<file path="src/rtl/core/umcd_pkg.sv">
// ----------------------------------------------------------------------------
// umcd_pkg
// Shared types and constants of the motor command line decoder.
// ----------------------------------------------------------------------------
package umcd_pkg;

	localparam int unsigned LINE_CNT_W = 5;
	localparam logic [LINE_CNT_W-1:0] MAX_LINE = 5'd20;

	localparam logic [7:0] CHR_CR    = 8'h0D;
	localparam logic [7:0] CHR_LF    = 8'h0A;
	localparam logic [7:0] CHR_T     = 8'h54;
	localparam logic [7:0] CHR_P     = 8'h50;
	localparam logic [7:0] CHR_C     = 8'h43;
	localparam logic [7:0] CHR_G     = 8'h47;
	localparam logic [7:0] CHR_STAR  = 8'h2A;
	localparam logic [7:0] CHR_QUEST = 8'h3F;
	localparam logic [7:0] CHR_I     = 8'h49;
	localparam logic [7:0] CHR_D     = 8'h44;
	localparam logic [7:0] CHR_N     = 8'h4E;
	localparam logic [7:0] CHR_PLUS  = 8'h2B;
	localparam logic [7:0] CHR_MINUS = 8'h2D;
	localparam logic [7:0] CHR_UNDER = 8'h5F;
	localparam logic [7:0] CHR_SPACE = 8'h20;
	localparam logic [7:0] CHR_ZERO  = 8'h30;
	localparam logic [7:0] CHR_NINE  = 8'h39;
	localparam logic [7:0] CHR_TAB   = 8'h09;
	localparam logic [7:0] CHR_VT_CR = 8'h0D;

	typedef enum logic [2:0] {
		ACT_TORQUE   = 3'd0,
		ACT_POSITION = 3'd1,
		ACT_COLOR    = 3'd2,
		ACT_STATUS   = 3'd3,
		ACT_IDENTITY = 3'd4
	} action_t;

	typedef struct packed {
		action_t            action;
		logic [7:0]         direction;
		logic [7:0]         power;
		logic signed [31:0] target;
		logic [7:0]         red;
		logic [7:0]         green;
		logic [7:0]         blue;
	} cmd_t;

endpackage

</file>
<file path="src/rtl/core/umcd_if.sv">
// ----------------------------------------------------------------------------
// umcd_rx_if / umcd_cmd_if
// Valid/ready channels for received bytes and for decoded commands.
// ----------------------------------------------------------------------------
interface umcd_rx_if;
	logic       valid;
	logic       ready;
	logic [7:0] rx_byte;

	modport source (output valid, output rx_byte, input ready);
	modport sink (input valid, input rx_byte, output ready);
endinterface

interface umcd_cmd_if;
	logic                valid;
	logic                ready;
	umcd_pkg::action_t   action;
	logic [7:0]          direction;
	logic [7:0]          power;
	logic signed [31:0]  target;
	logic [7:0]          red;
	logic [7:0]          green;
	logic [7:0]          blue;

	modport source (output valid, output action, output direction, output power,
		output target, output red, output green, output blue, input ready);
	modport sink (input valid, input action, input direction, input power,
		input target, input red, input green, input blue, output ready);
endinterface

</file>
<file path="src/rtl/core/uart_motor_command_decoder.sv">
// ----------------------------------------------------------------------------
// uart_motor_command_decoder
// Decodes ASCII motor command lines one received byte per transfer.
// A command result is registered into an output entry with the transfer of its CR or LF.
// Throughput: one byte per cycle while the input is not stalled; the parser updates once per accepted byte.
// Input stalls only while both output entries hold results that wait.
// Reset clears the line counter, the parser and both output entries.
// ----------------------------------------------------------------------------
module uart_motor_command_decoder (
	input  logic         clk,
	input  logic         arst_n,
	umcd_rx_if.sink      rx,
	umcd_cmd_if.source   cmd
);

	typedef enum logic [2:0] {
		PH_START, PH_SPACE, PH_NUMBER, PH_QUERY, PH_DONE, PH_DEAD
	} phase_t;

	logic [umcd_pkg::LINE_CNT_W-1:0] lc_q, lc_n;
	logic [7:0]  letter_q, letter_n;
	phase_t      ph_q, ph_n;
	logic [31:0] v1_q, v2_q, v3_q, v1_n, v2_n, v3_n;
	logic        neg_q, neg_n, seen_q, seen_n, qm_q, qm_n;
	logic [1:0]  mf_q, mf_n;

	logic [7:0]  c;
	logic        accept, push, pop, eol, is_digit, is_space, wr_en, idn_ok;
	logic [31:0] cur_v, digit, mul10, wr_val;
	logic [1:0]  needed;
	umcd_pkg::cmd_t res, main_q, skid_q;
	logic        main_v_q, skid_v_q;

	assign c      = rx.rx_byte;
	assign accept = rx.valid && rx.ready;
	assign pop    = main_v_q && cmd.ready;
	assign rx.ready = !skid_v_q;

	assign is_digit = c inside {[umcd_pkg::CHR_ZERO:umcd_pkg::CHR_NINE]};
	assign is_space = c inside {umcd_pkg::CHR_SPACE, [umcd_pkg::CHR_TAB:umcd_pkg::CHR_VT_CR]};
	assign eol      = c inside {umcd_pkg::CHR_CR, umcd_pkg::CHR_LF};
	assign digit    = {28'd0, c[3:0]};
	assign cur_v    = (mf_q == 2'd0) ? v1_q : ((mf_q == 2'd1) ? v2_q : v3_q);
	assign mul10    = (cur_v << 3) + (cur_v << 1) + digit;
	assign needed   = (letter_q == umcd_pkg::CHR_C) ? 2'd3 : 2'd2;

	always_comb begin
		case (lc_q)
			5'd1:    idn_ok = (c == umcd_pkg::CHR_I);
			5'd2:    idn_ok = (c == umcd_pkg::CHR_D);
			5'd3:    idn_ok = (c == umcd_pkg::CHR_N);
			5'd4:    idn_ok = (c == umcd_pkg::CHR_QUEST);
			default: idn_ok = 1'b0;
		endcase
	end

	always_comb begin
		lc_n = lc_q;
		letter_n = letter_q;
		ph_n = ph_q;
		v1_n = v1_q;
		v2_n = v2_q;
		v3_n = v3_q;
		neg_n = neg_q;
		seen_n = seen_q;
		mf_n = mf_q;
		qm_n = qm_q;
		wr_en = 1'b0;
		wr_val = mul10;
		res = '0;
		push = 1'b0;

		if (lc_q < umcd_pkg::MAX_LINE) begin
			lc_n = lc_q + 5'd1;
			case (ph_q)
				PH_START: begin
					letter_n = c;
					if (c inside {umcd_pkg::CHR_T, umcd_pkg::CHR_P, umcd_pkg::CHR_C}) begin
						ph_n = PH_SPACE;
					end else if (c inside {umcd_pkg::CHR_G, umcd_pkg::CHR_STAR}) begin
						ph_n = PH_QUERY;
					end else begin
						ph_n = PH_DEAD;
					end
				end
				PH_SPACE: begin
					if (is_space) begin
						ph_n = PH_SPACE;
					end else if (c inside {umcd_pkg::CHR_PLUS, umcd_pkg::CHR_MINUS}) begin
						neg_n = (c == umcd_pkg::CHR_MINUS);
						seen_n = 1'b0;
						ph_n = PH_NUMBER;
					end else if (is_digit) begin
						wr_en = 1'b1;
						wr_val = digit;
						seen_n = 1'b1;
						ph_n = PH_NUMBER;
					end else begin
						ph_n = PH_DEAD;
					end
				end
				PH_NUMBER: begin
					if (is_digit) begin
						wr_en = 1'b1;
						wr_val = mul10;
						seen_n = 1'b1;
					end else if (!seen_q) begin
						ph_n = PH_DEAD;
					end else begin
						wr_en = neg_q;
						wr_val = 32'd0 - cur_v;
						mf_n = mf_q + 2'd1;
						neg_n = 1'b0;
						seen_n = 1'b0;
						if (mf_n >= needed) begin
							ph_n = PH_DONE;
						end else if (c == umcd_pkg::CHR_UNDER) begin
							ph_n = PH_SPACE;
						end else begin
							ph_n = PH_DEAD;
						end
					end
				end
				PH_QUERY: begin
					if (letter_q == umcd_pkg::CHR_G) begin
						if (lc_q == 5'd1 && c == umcd_pkg::CHR_QUEST) begin
							qm_n = 1'b1;
							ph_n = PH_DONE;
						end else begin
							ph_n = PH_DEAD;
						end
					end else if (idn_ok) begin
						if (lc_q == 5'd4) begin
							qm_n = 1'b1;
							ph_n = PH_DONE;
						end
					end else begin
						ph_n = PH_DEAD;
					end
				end
				default: begin
					ph_n = ph_q;
				end
			endcase
			if (wr_en) begin
				case (mf_q)
					2'd0:    v1_n = wr_val;
					2'd1:    v2_n = wr_val;
					default: v3_n = wr_val;
				endcase
			end
		end else begin
			lc_n = '0;
			letter_n = '0;
			ph_n = PH_START;
			v1_n = '0;
			v2_n = '0;
			v3_n = '0;
			neg_n = 1'b0;
			seen_n = 1'b0;
			mf_n = '0;
			qm_n = 1'b0;
		end

		if (eol && lc_n > 5'd1 && ph_n == PH_DONE) begin
			if (letter_n == umcd_pkg::CHR_T) begin
				push = 1'b1;
				res.action = umcd_pkg::ACT_TORQUE;
				res.direction = v1_n[7:0];
				res.power = v2_n[7:0];
			end else if (letter_n == umcd_pkg::CHR_P) begin
				push = 1'b1;
				res.action = umcd_pkg::ACT_POSITION;
				res.power = v2_n[7:0];
				res.target = v1_n;
			end else if (letter_n == umcd_pkg::CHR_C) begin
				push = 1'b1;
				res.action = umcd_pkg::ACT_COLOR;
				res.red = v1_n[7:0];
				res.green = v2_n[7:0];
				res.blue = v3_n[7:0];
			end else if (letter_n == umcd_pkg::CHR_G && qm_n) begin
				push = 1'b1;
				res.action = umcd_pkg::ACT_STATUS;
			end else if (letter_n == umcd_pkg::CHR_STAR && qm_n) begin
				push = 1'b1;
				res.action = umcd_pkg::ACT_IDENTITY;
			end
		end

		if (eol) begin
			lc_n = '0;
			letter_n = '0;
			ph_n = PH_START;
			v1_n = '0;
			v2_n = '0;
			v3_n = '0;
			neg_n = 1'b0;
			seen_n = 1'b0;
			mf_n = '0;
			qm_n = 1'b0;
		end
	end

	always_ff @(posedge clk or negedge arst_n) begin
		if (!arst_n) begin
			lc_q <= '0;
			letter_q <= '0;
			ph_q <= PH_START;
			v1_q <= '0;
			v2_q <= '0;
			v3_q <= '0;
			neg_q <= 1'b0;
			seen_q <= 1'b0;
			mf_q <= '0;
			qm_q <= 1'b0;
		end else if (accept) begin
			lc_q <= lc_n;
			letter_q <= letter_n;
			ph_q <= ph_n;
			v1_q <= v1_n;
			v2_q <= v2_n;
			v3_q <= v3_n;
			neg_q <= neg_n;
			seen_q <= seen_n;
			mf_q <= mf_n;
			qm_q <= qm_n;
		end
	end

	always_ff @(posedge clk or negedge arst_n) begin
		if (!arst_n) begin
			main_v_q <= 1'b0;
			skid_v_q <= 1'b0;
		end else if (pop || !main_v_q) begin
			if (skid_v_q) begin
				main_v_q <= 1'b1;
				skid_v_q <= accept && push;
			end else begin
				main_v_q <= accept && push;
			end
		end else if (accept && push) begin
			skid_v_q <= 1'b1;
		end
	end

	always_ff @(posedge clk) begin
		if (pop || !main_v_q) begin
			if (skid_v_q) begin
				main_q <= skid_q;
				if (accept && push) begin
					skid_q <= res;
				end
			end else if (accept && push) begin
				main_q <= res;
			end
		end else if (accept && push) begin
			skid_q <= res;
		end
	end

	assign cmd.valid     = main_v_q;
	assign cmd.action    = main_q.action;
	assign cmd.direction = main_q.direction;
	assign cmd.power     = main_q.power;
	assign cmd.target    = main_q.target;
	assign cmd.red       = main_q.red;
	assign cmd.green     = main_q.green;
	assign cmd.blue      = main_q.blue;

endmodule

</file>
<file path="src/flat_wrapper.sv">
// flat-port wrapper written by rule: the top's interface ports become plain ports
module uart_motor_command_decoder_flat 
  (clk, arst_n, rx_valid, rx_rx_byte, rx_ready, cmd_valid, cmd_action, cmd_direction, cmd_power, cmd_target, cmd_red, cmd_green, cmd_blue, cmd_ready);
  umcd_rx_if rx_i ();
  umcd_cmd_if cmd_i ();
  input  logic clk;
  input  logic arst_n;
  input wire logic [$bits(rx_i.valid)-1:0] rx_valid;
  input wire logic [$bits(rx_i.rx_byte)-1:0] rx_rx_byte;
  output wire logic [$bits(rx_i.ready)-1:0] rx_ready;
  output wire logic [$bits(cmd_i.valid)-1:0] cmd_valid;
  output wire logic [$bits(cmd_i.action)-1:0] cmd_action;
  output wire logic [$bits(cmd_i.direction)-1:0] cmd_direction;
  output wire logic [$bits(cmd_i.power)-1:0] cmd_power;
  output wire logic [$bits(cmd_i.target)-1:0] cmd_target;
  output wire logic [$bits(cmd_i.red)-1:0] cmd_red;
  output wire logic [$bits(cmd_i.green)-1:0] cmd_green;
  output wire logic [$bits(cmd_i.blue)-1:0] cmd_blue;
  input wire logic [$bits(cmd_i.ready)-1:0] cmd_ready;
  assign rx_i.valid = rx_valid;
  assign rx_i.rx_byte = rx_rx_byte;
  assign rx_ready = rx_i.ready;
  assign cmd_valid = cmd_i.valid;
  assign cmd_action = cmd_i.action;
  assign cmd_direction = cmd_i.direction;
  assign cmd_power = cmd_i.power;
  assign cmd_target = cmd_i.target;
  assign cmd_red = cmd_i.red;
  assign cmd_green = cmd_i.green;
  assign cmd_blue = cmd_i.blue;
  assign cmd_i.ready = cmd_ready;
  uart_motor_command_decoder u_core (.clk(clk), .arst_n(arst_n), .rx(rx_i), .cmd(cmd_i));
endmodule
</file>
<file path="config.mk">
export PLATFORM = sky130hd
export DESIGN_NAME = uart_motor_command_decoder_flat
export DESIGN_NICKNAME = d
export VERILOG_FILES = /design/src/rtl/core/umcd_pkg.sv /design/src/rtl/core/umcd_if.sv /design/src/rtl/core/uart_motor_command_decoder.sv /design/src/flat_wrapper.sv
export SDC_FILE = /design/constraint.sdc
export NUM_CORES = 1
export LEC_CHECK = 0
export ABC_AREA = 1
export CAP_MARGIN = 20
export CORE_MARGIN = 8
export CORE_UTILIZATION = 45
export CTS_BUF_LIST = sky130_fd_sc_hd__clkbuf_16
export DETAILED_ROUTE_END_ITERATION = 7
export DONT_BUFFER_PORTS = 1
export GPL_TIMING_DRIVEN = 0
export SYNTH_ARGS = -nofsm -noshare
export SYNTH_HDL_FRONTEND = slang
export SYNTH_SLANG_ARGS = --single-unit
</file>
<file path="constraint.sdc">
create_clock -name clk -period 10.5 [get_ports clk]
set_input_delay 1.575 -clock clk [delete_from_list [all_inputs] [get_ports clk]]
set_output_delay 1.575 -clock clk [all_outputs]
set_load 0.05 [all_outputs]
</file>
---- After elaboration in Yosys (flattened, before gate mapping) ----
Index checks and enable logic that the tools add are counted.
storage, ports and cells
  register bits after elaboration ......... 269
  input port bits ......................... 12
  logic and storage cells ................. 216
cells by class
  add/sub/neg operators ................... 5
  $lt $le $gt $ge ......................... 7
  eq/ne operators ......................... 44
  muxes and demuxes ....................... 103
  reductions and logical operators ........ 29
operators with widths
  kind                                                                   number
  32-bit two-way mux                                                     20
  75-bit two-way mux                                                     6
  8-bit by 7-bit == test with 1-bit output, second input constant        14
  32-bit one-hot mux with 2 select lines                                 1
  3-bit two-way mux                                                      19
  56-bit two-way mux                                                     1
  8-bit by 6-bit == test with 1-bit output, second input constant        6
  24-bit two-way mux                                                     2
  40-bit two-way mux                                                     1
  8-bit two-way mux                                                      5
  1-bit two-way mux                                                      36
  32-bit adder                                                           1
  32-bit by 4-bit adder with 32-bit output                               1
  1-bit by 32-bit subtractor with 32-bit output, first input constant    1
  8-bit by 4-bit == test with 1-bit output, second input constant        2
  4-bit by 3-bit != test with 1-bit output, second input constant        4
  3-bit by 2-bit != test with 1-bit output, second input constant        4
  3-bit one-hot mux with 4 select lines                                  1
  2-bit nonzero test                                                     6
  5-bit by 2-bit == test with 1-bit output, second input constant        2
  1-bit logical AND                                                      10
  2-bit two-way mux                                                      5
  5-bit two-way mux                                                      2
  8-bit by 4-bit >= comparator with 1-bit output, second input constant  1
  other kinds (30)                                                       37

---- Depth between registers and ports, before layout ----
  depth in word-level cells ............... 20
  depth in mapped cells ................... 26
  depth with buffers taken out ............ 25

---- Worst setup path before layout ----
No wires, ideal clock.
  path type ............................... input-to-reg
  start point ............................. input rx_rx_byte[1]
  end point ............................... register u_core.main_q, in the netlist u_core.cmd.action[0] (enable)
  library setup time ...................... 0.533 ns
  data arrival time ....................... 6.515 ns
  data required time ...................... 9.967 ns
  setup slack ............................. 3.452 ns
  stages on the path ...................... 14
  buffers on the path ..................... 1
  cells stage by stage .................... buf_2 nand2_1 inv_1 nand3_1 a21oi_1 o21ai_0 nand3_1 nand2_1 inv_1 nor2_4 nand2_1 nor2_1 nand2_1 a21oi_1
on the way
  word-level cells in the longest chain between the ends .. 16
  elaborated cells on any way between the ends .. 68
  classes of those cells .................. order compare (4); eq/ne (21); mux (28); reduce/logical (15)
RTL lines
  element                                                                     line                                                                  source
  start: declaration                                                          flat_wrapper.sv:9                                                     input wire logic [$bits(rx_i.rx_byte)-1:0] rx_rx_byte;
  8-bit by 6-bit == test with 1-bit output, or another cell as far along      uart_motor_command_decoder.sv:52, uart_motor_command_decoder.sv:126
  1-bit one-hot mux with 4 select lines or 1-bit logical AND (tied branches)  uart_motor_command_decoder.sv:48, uart_motor_command_decoder.sv:126
  1-bit two-way mux, on equally long branches                                 uart_motor_command_decoder.sv:132, uart_motor_command_decoder.sv:126
  1-bit two-way mux                                                           uart_motor_command_decoder.sv:125                                     if (letter_q == umcd_pkg::CHR_G) begin
  1-bit two-way mux                                                           uart_motor_command_decoder.sv:75                                      case (ph_q)
  1-bit two-way mux                                                           uart_motor_command_decoder.sv:73                                      if (lc_q < umcd_pkg::MAX_LINE) begin
  1-bit logical AND                                                           uart_motor_command_decoder.sv:185                                     end else if (letter_n == umcd_pkg::CHR_STAR && qm_n) begin
  1-bit two-way mux                                                           uart_motor_command_decoder.sv:185
  1-bit two-way mux                                                           uart_motor_command_decoder.sv:182                                     end else if (letter_n == umcd_pkg::CHR_G && qm_n) begin
  1-bit two-way mux                                                           uart_motor_command_decoder.sv:176                                     end else if (letter_n == umcd_pkg::CHR_C) begin
  1-bit two-way mux                                                           uart_motor_command_decoder.sv:171                                     end else if (letter_n == umcd_pkg::CHR_P) begin
  1-bit two-way mux                                                           uart_motor_command_decoder.sv:166                                     if (letter_n == umcd_pkg::CHR_T) begin
  1-bit two-way mux *                                                         uart_motor_command_decoder.sv:165                                     if (eol && lc_n > 5'd1 && ph_n == PH_DONE) begin
  1-bit logical AND *                                                         uart_motor_command_decoder.sv:254                                     end else if (accept && push) begin
  2-bit nonzero test (no source line) *                                       n/a
  2-bit AND reduction (no source line) *                                      n/a
  end signal: assignment                                                      uart_motor_command_decoder.sv:250                                     main_q <= skid_q;
  end signal: assignment                                                      uart_motor_command_decoder.sv:255                                     main_q <= res;
  end: declaration                                                            uart_motor_command_decoder.sv:31                                      umcd_pkg::cmd_t res, main_q, skid_q;
Every way passes the cells marked *; elsewhere a longest branch is shown, timed or not.
A chain may end at the register's enable or synchronous reset.

==> metrics.md <==
| Metric | Value |
|---|---|
| Outcome | `finished, final reports clean` |
| CTS tree | `yes` |
| Worst path arrival time | `4.91 ns` |
| Worst hold path class | `reg -> reg` |
| Global route overflow | `0` |
| Fin. max-slew vios | `0` |
| Share of layout cells above drive strength 1 | `8.810%` |
| Core ar. | `around 37000 µm²` |
| Initial detailed-routing violation count | `~1100` |
| Max FO, Critical Path | `10` |
| H-tree lvl count | `1` |
| Clock Sinks | `around 270` |
| Rows | `70` |
| Post-DP HPWL | `between 40 and 50 mm` |
| Final count of negative-setup-slack endpoints | `0` |
| Worst setup EP type | `flip-flop` |
| Number of max-cap violations | `0` |
| GRT Util Overall | `23.49%` |
| Inserted Diodes | `0` |
| Setup Crit Path Kind | `reg -> reg` |
| Post-synthesis sequential area ratio | `44.76%` |
| Met3 global-route usage | `3.008%` |
| Die H | `208.7 µm` |
| Met2 GRT Util | `39.29%` |
| Yosys reg bits | `269` |
| Crit share post-route | `43.79%` |
| Via count of the first global-routing pass | `13970` |
| Post-route DRC | `0` |
| Post-CTS sizing | `0` |
| Post-synth EDFFs | `150` |
| Number of setup buffers added after CTS | `0` |
| Worst Tran Pin Value | `about 0.8 ns` |
| Post-Route WL | `52.93 mm` |
| Clock Skew | `0.007492 ns` |
| Clk pin slew, worst setup/hold paths | `0.06 ns` |
| Max clock buf depth | `3` |
| Worst setup SP type | `flip-flop` |
| Hold depth | `2` |
| Top cells by area, synth | `edfxtp_1 (27%), dfrtp_1 (18%), nand2_1 (12%)` |
| Vias | `between 10000 and 15000` |
| Setup TNS | `0 ns` |
| Final Hold Fails | `0` |
| Met1 Use GR | `a little under a third` |
| Layout area overhead | `9.984%` |
| Asr flop ratio synth | `44.24%` |
| PortBufs | `0` |
| Cell taking the most area after synthesis | `edfxtp_1` |
| Cts hold-fix bufs | `0` |
| Post-layout minimum cycle time | `4.598 ns` |
| Global route hottest layer | `met2` |
| Post-synth cell types | `56` |
| PD cells | `328.4 nW/µm²` |
| Ys flop type | `edfxtp_1` |
| Initial antenna violation count | `0` |
| Router iterations before antenna repair | `8` |
| Cell-internal power | `2.896 mW` |
| Clock Latency Late Sink | `0.57 ns` |
| Sequential share of power | `21.4%` |
| Layout Nets | `between 2000 and 2500` |
| Critical Path RT | `approximately 11 ns` |
| R2R cell count | `23` |
| Switching power | `around 3.1 mW` |
| Wire length per cell | `19.82 µm` |
| Routability cong. | `0.9374` |
| Most common cell in the synthesized netlist | `nand2_1` |
| Netlist Area Pre-Place | `16720 µm²` |
| Ys Warns | `0` |
| Largest net degree at the start of global routing | `120` |
| Worst IR Drop VDD | `194.2 µV` |
| Vias per inst | `5.505` |
| Syn avg cell area | `7.815 µm²` |
| Clock power frac | `approximately 17%` |
| Max_slew headroom | `46.81%` |
| Initial Util | `around 46%` |
| RSZ-0062 raised after global routing | `false` |
| Sw frac | `52.03%` |
| Mapped Cells | `approximately 2100` |
| P_leak | `8.057 nW` |
| Gate power share | `about three fifths` |
| Die W | `208.7 µm` |
| First-pass GRT wire length | `80.63 mm` |
| FMAX | `217.5 MHz` |
| Die Area | `43570 µm²` |
| CTS Root Cell | `clkbuf_16` |
| Share of the synthesized area in the top cell type | `26.94%` |
| Commonest cells in the netlist | `nand2_1 (530), nor2_1 (292), inv_1 (226)` |
| Total CTS buffers | `31` |
| Post-route ant nets | `0` |
| I/O pins | `slightly below 90` |
| Tot Pwr | `6.038 mW` |
| Synthesized Nets | `roughly 2200` |
[cell type report]
cell class	count	area, µm²
buffer	76	389.1
inverter	244	922.1
multi-input combinational	1550	7943
clock buffer	31	775.7
clock inverter	27	193.9
tap	468	585.6
timing repair buffer	5	95.09
sequential	269	7482
fill	3660	18220
[worst max-delay path, stage by stage (launching register included)]
cell and delay (ns):
dfrtp_1 0.38, inv_1 0.09, ha_1 0.19, buf_2 0.18, inv_2 0.15, buf_6 0.18
nand3_1 0.10, nand2_1 0.15, inv_1 0.13, ha_1 0.30, ha_1 0.40, a21oi_1 0.32
nand2_1 0.24, nand3_1 0.12, nand2_1 0.11, nand2_1 0.09, nand2_1 0.17, or2_2 0.32
nand3_1 0.09, o21ai_1 0.13, o21ai_1 0.24, nor2_1 0.11, nor2_1 0.10, nor2_1 0.06
[through the flow]
stage | std cells | hold slack [ns] | setup slack (ns) | utilization, % | area [µm²]
6_report | 2670 | 0.4841 | 5.902 | 50.22 | 18390
5_1_grt | 2670 | 0.5012 | 5.531 | 50.22 | 18390
4_1_cts | 2670 | 0.4830 | 5.958 | 50.22 | 18390
3_5_place_dp | 2612 | 0.4677 | 5.756 | 47.57 | 17420
3_3_place_gp | 2607 | 0.4650 | 1.623 | 47.26 | 17300
2_1_floorplan | 2139 | 0.4494 | 3.452 | - | 16720
[per-layer routing]
layer  share of wire [%]  vias up
met5                   0        -
met1                  45     6963
met2                  47      484
met4                 2.8        0
met3                 5.9       79
li1                    -     7172
[registers in the layout (all words and copies together) (netlist names), 8 cells and up]
register              cells
u_core.cmd.direction      8
u_core.v3_q              32
u_core.v1_q              32
u_core.skid_q            75
u_core.v2_q              32
u_core.cmd.target        32
u_core.cmd.power          8
u_core.cmd.green          8
u_core.cmd.red            8
u_core.cmd.blue           8
u_core.letter_q           8
[final timing paths]
kind                            slack [ns]                         endpoint                        start
worst max-delay path                  5.90  u_core.cmd.target[15]$_DFFE_PP_   u_core.mf_q[0]$_DFFE_PN0P_
worst min-delay path                  0.48      u_core.v3_q[23]$_DFFE_PN0P_  u_core.v3_q[23]$_DFFE_PN0P_
worst max register to register        5.90  u_core.cmd.target[15]$_DFFE_PP_   u_core.mf_q[0]$_DFFE_PN0P_
worst min register to register        0.48      u_core.v3_q[23]$_DFFE_PN0P_  u_core.v3_q[23]$_DFFE_PN0P_
max in group asynchronous             9.43       u_core.lc_q[4]$_DFFE_PN0P_                       arst_n
min in group asynchronous             0.72      u_core.v2_q[17]$_DFFE_PN0P_                       arst_n
[kinds of logic after synthesis]
family,after synthesis,synth area share [%]
DFF,269,44.76
muxes,8,0.5314
and+or+nand+nor,1116,29.08
adders and majority gates,68,5.179
buffers and inverters,320,7.844
xor gates and xnor gates,13,0.6811
AOI/OAI and AO/OA,345,11.92
[power by group through the flow]
stage	Sequential [mW]	Combinational, mW	Clock, mW
after CTS	1.29	3.67	1.04
after global routing	1.31	4.14	1.08
after detailed placement	1.31	3.66	0
after floorplan	1.30	2.60	0
after global placement	1.31	3.62	0
final	1.29	3.72	1.02
[cells in the final DEF (no fill, tap or decap), types with 5 or more instances in the layout]
cell type / count
clkbuf_16: 31
a21oi_2: 6
xor2_1: 6
o21ai_0: 108
clkbuf_1: 32
o21ba_2: 9
a22o_1: 14
nand3_2: 13
xnor2_1: 7
nor3_1: 10
nand2_2: 6
nand3_1: 189
nand4_1: 17
nand2_1: 530
o22ai_1: 43
inv_2: 14
buf_2: 20
edfxtp_1: 150
a21oi_1: 107
nor2_1: 291
buf_1: 9
nor2_4: 10
clkinv_2: 5
o21ai_1: 28
buf_4: 9
nand3b_1: 7
buf_6: 6
o211ai_1: 11
clkinv_1: 8
nor2_2: 22
mux2_2: 7
dfrtp_1: 119
inv_1: 232
ha_1: 66
(Power assumes the default switching activity.)
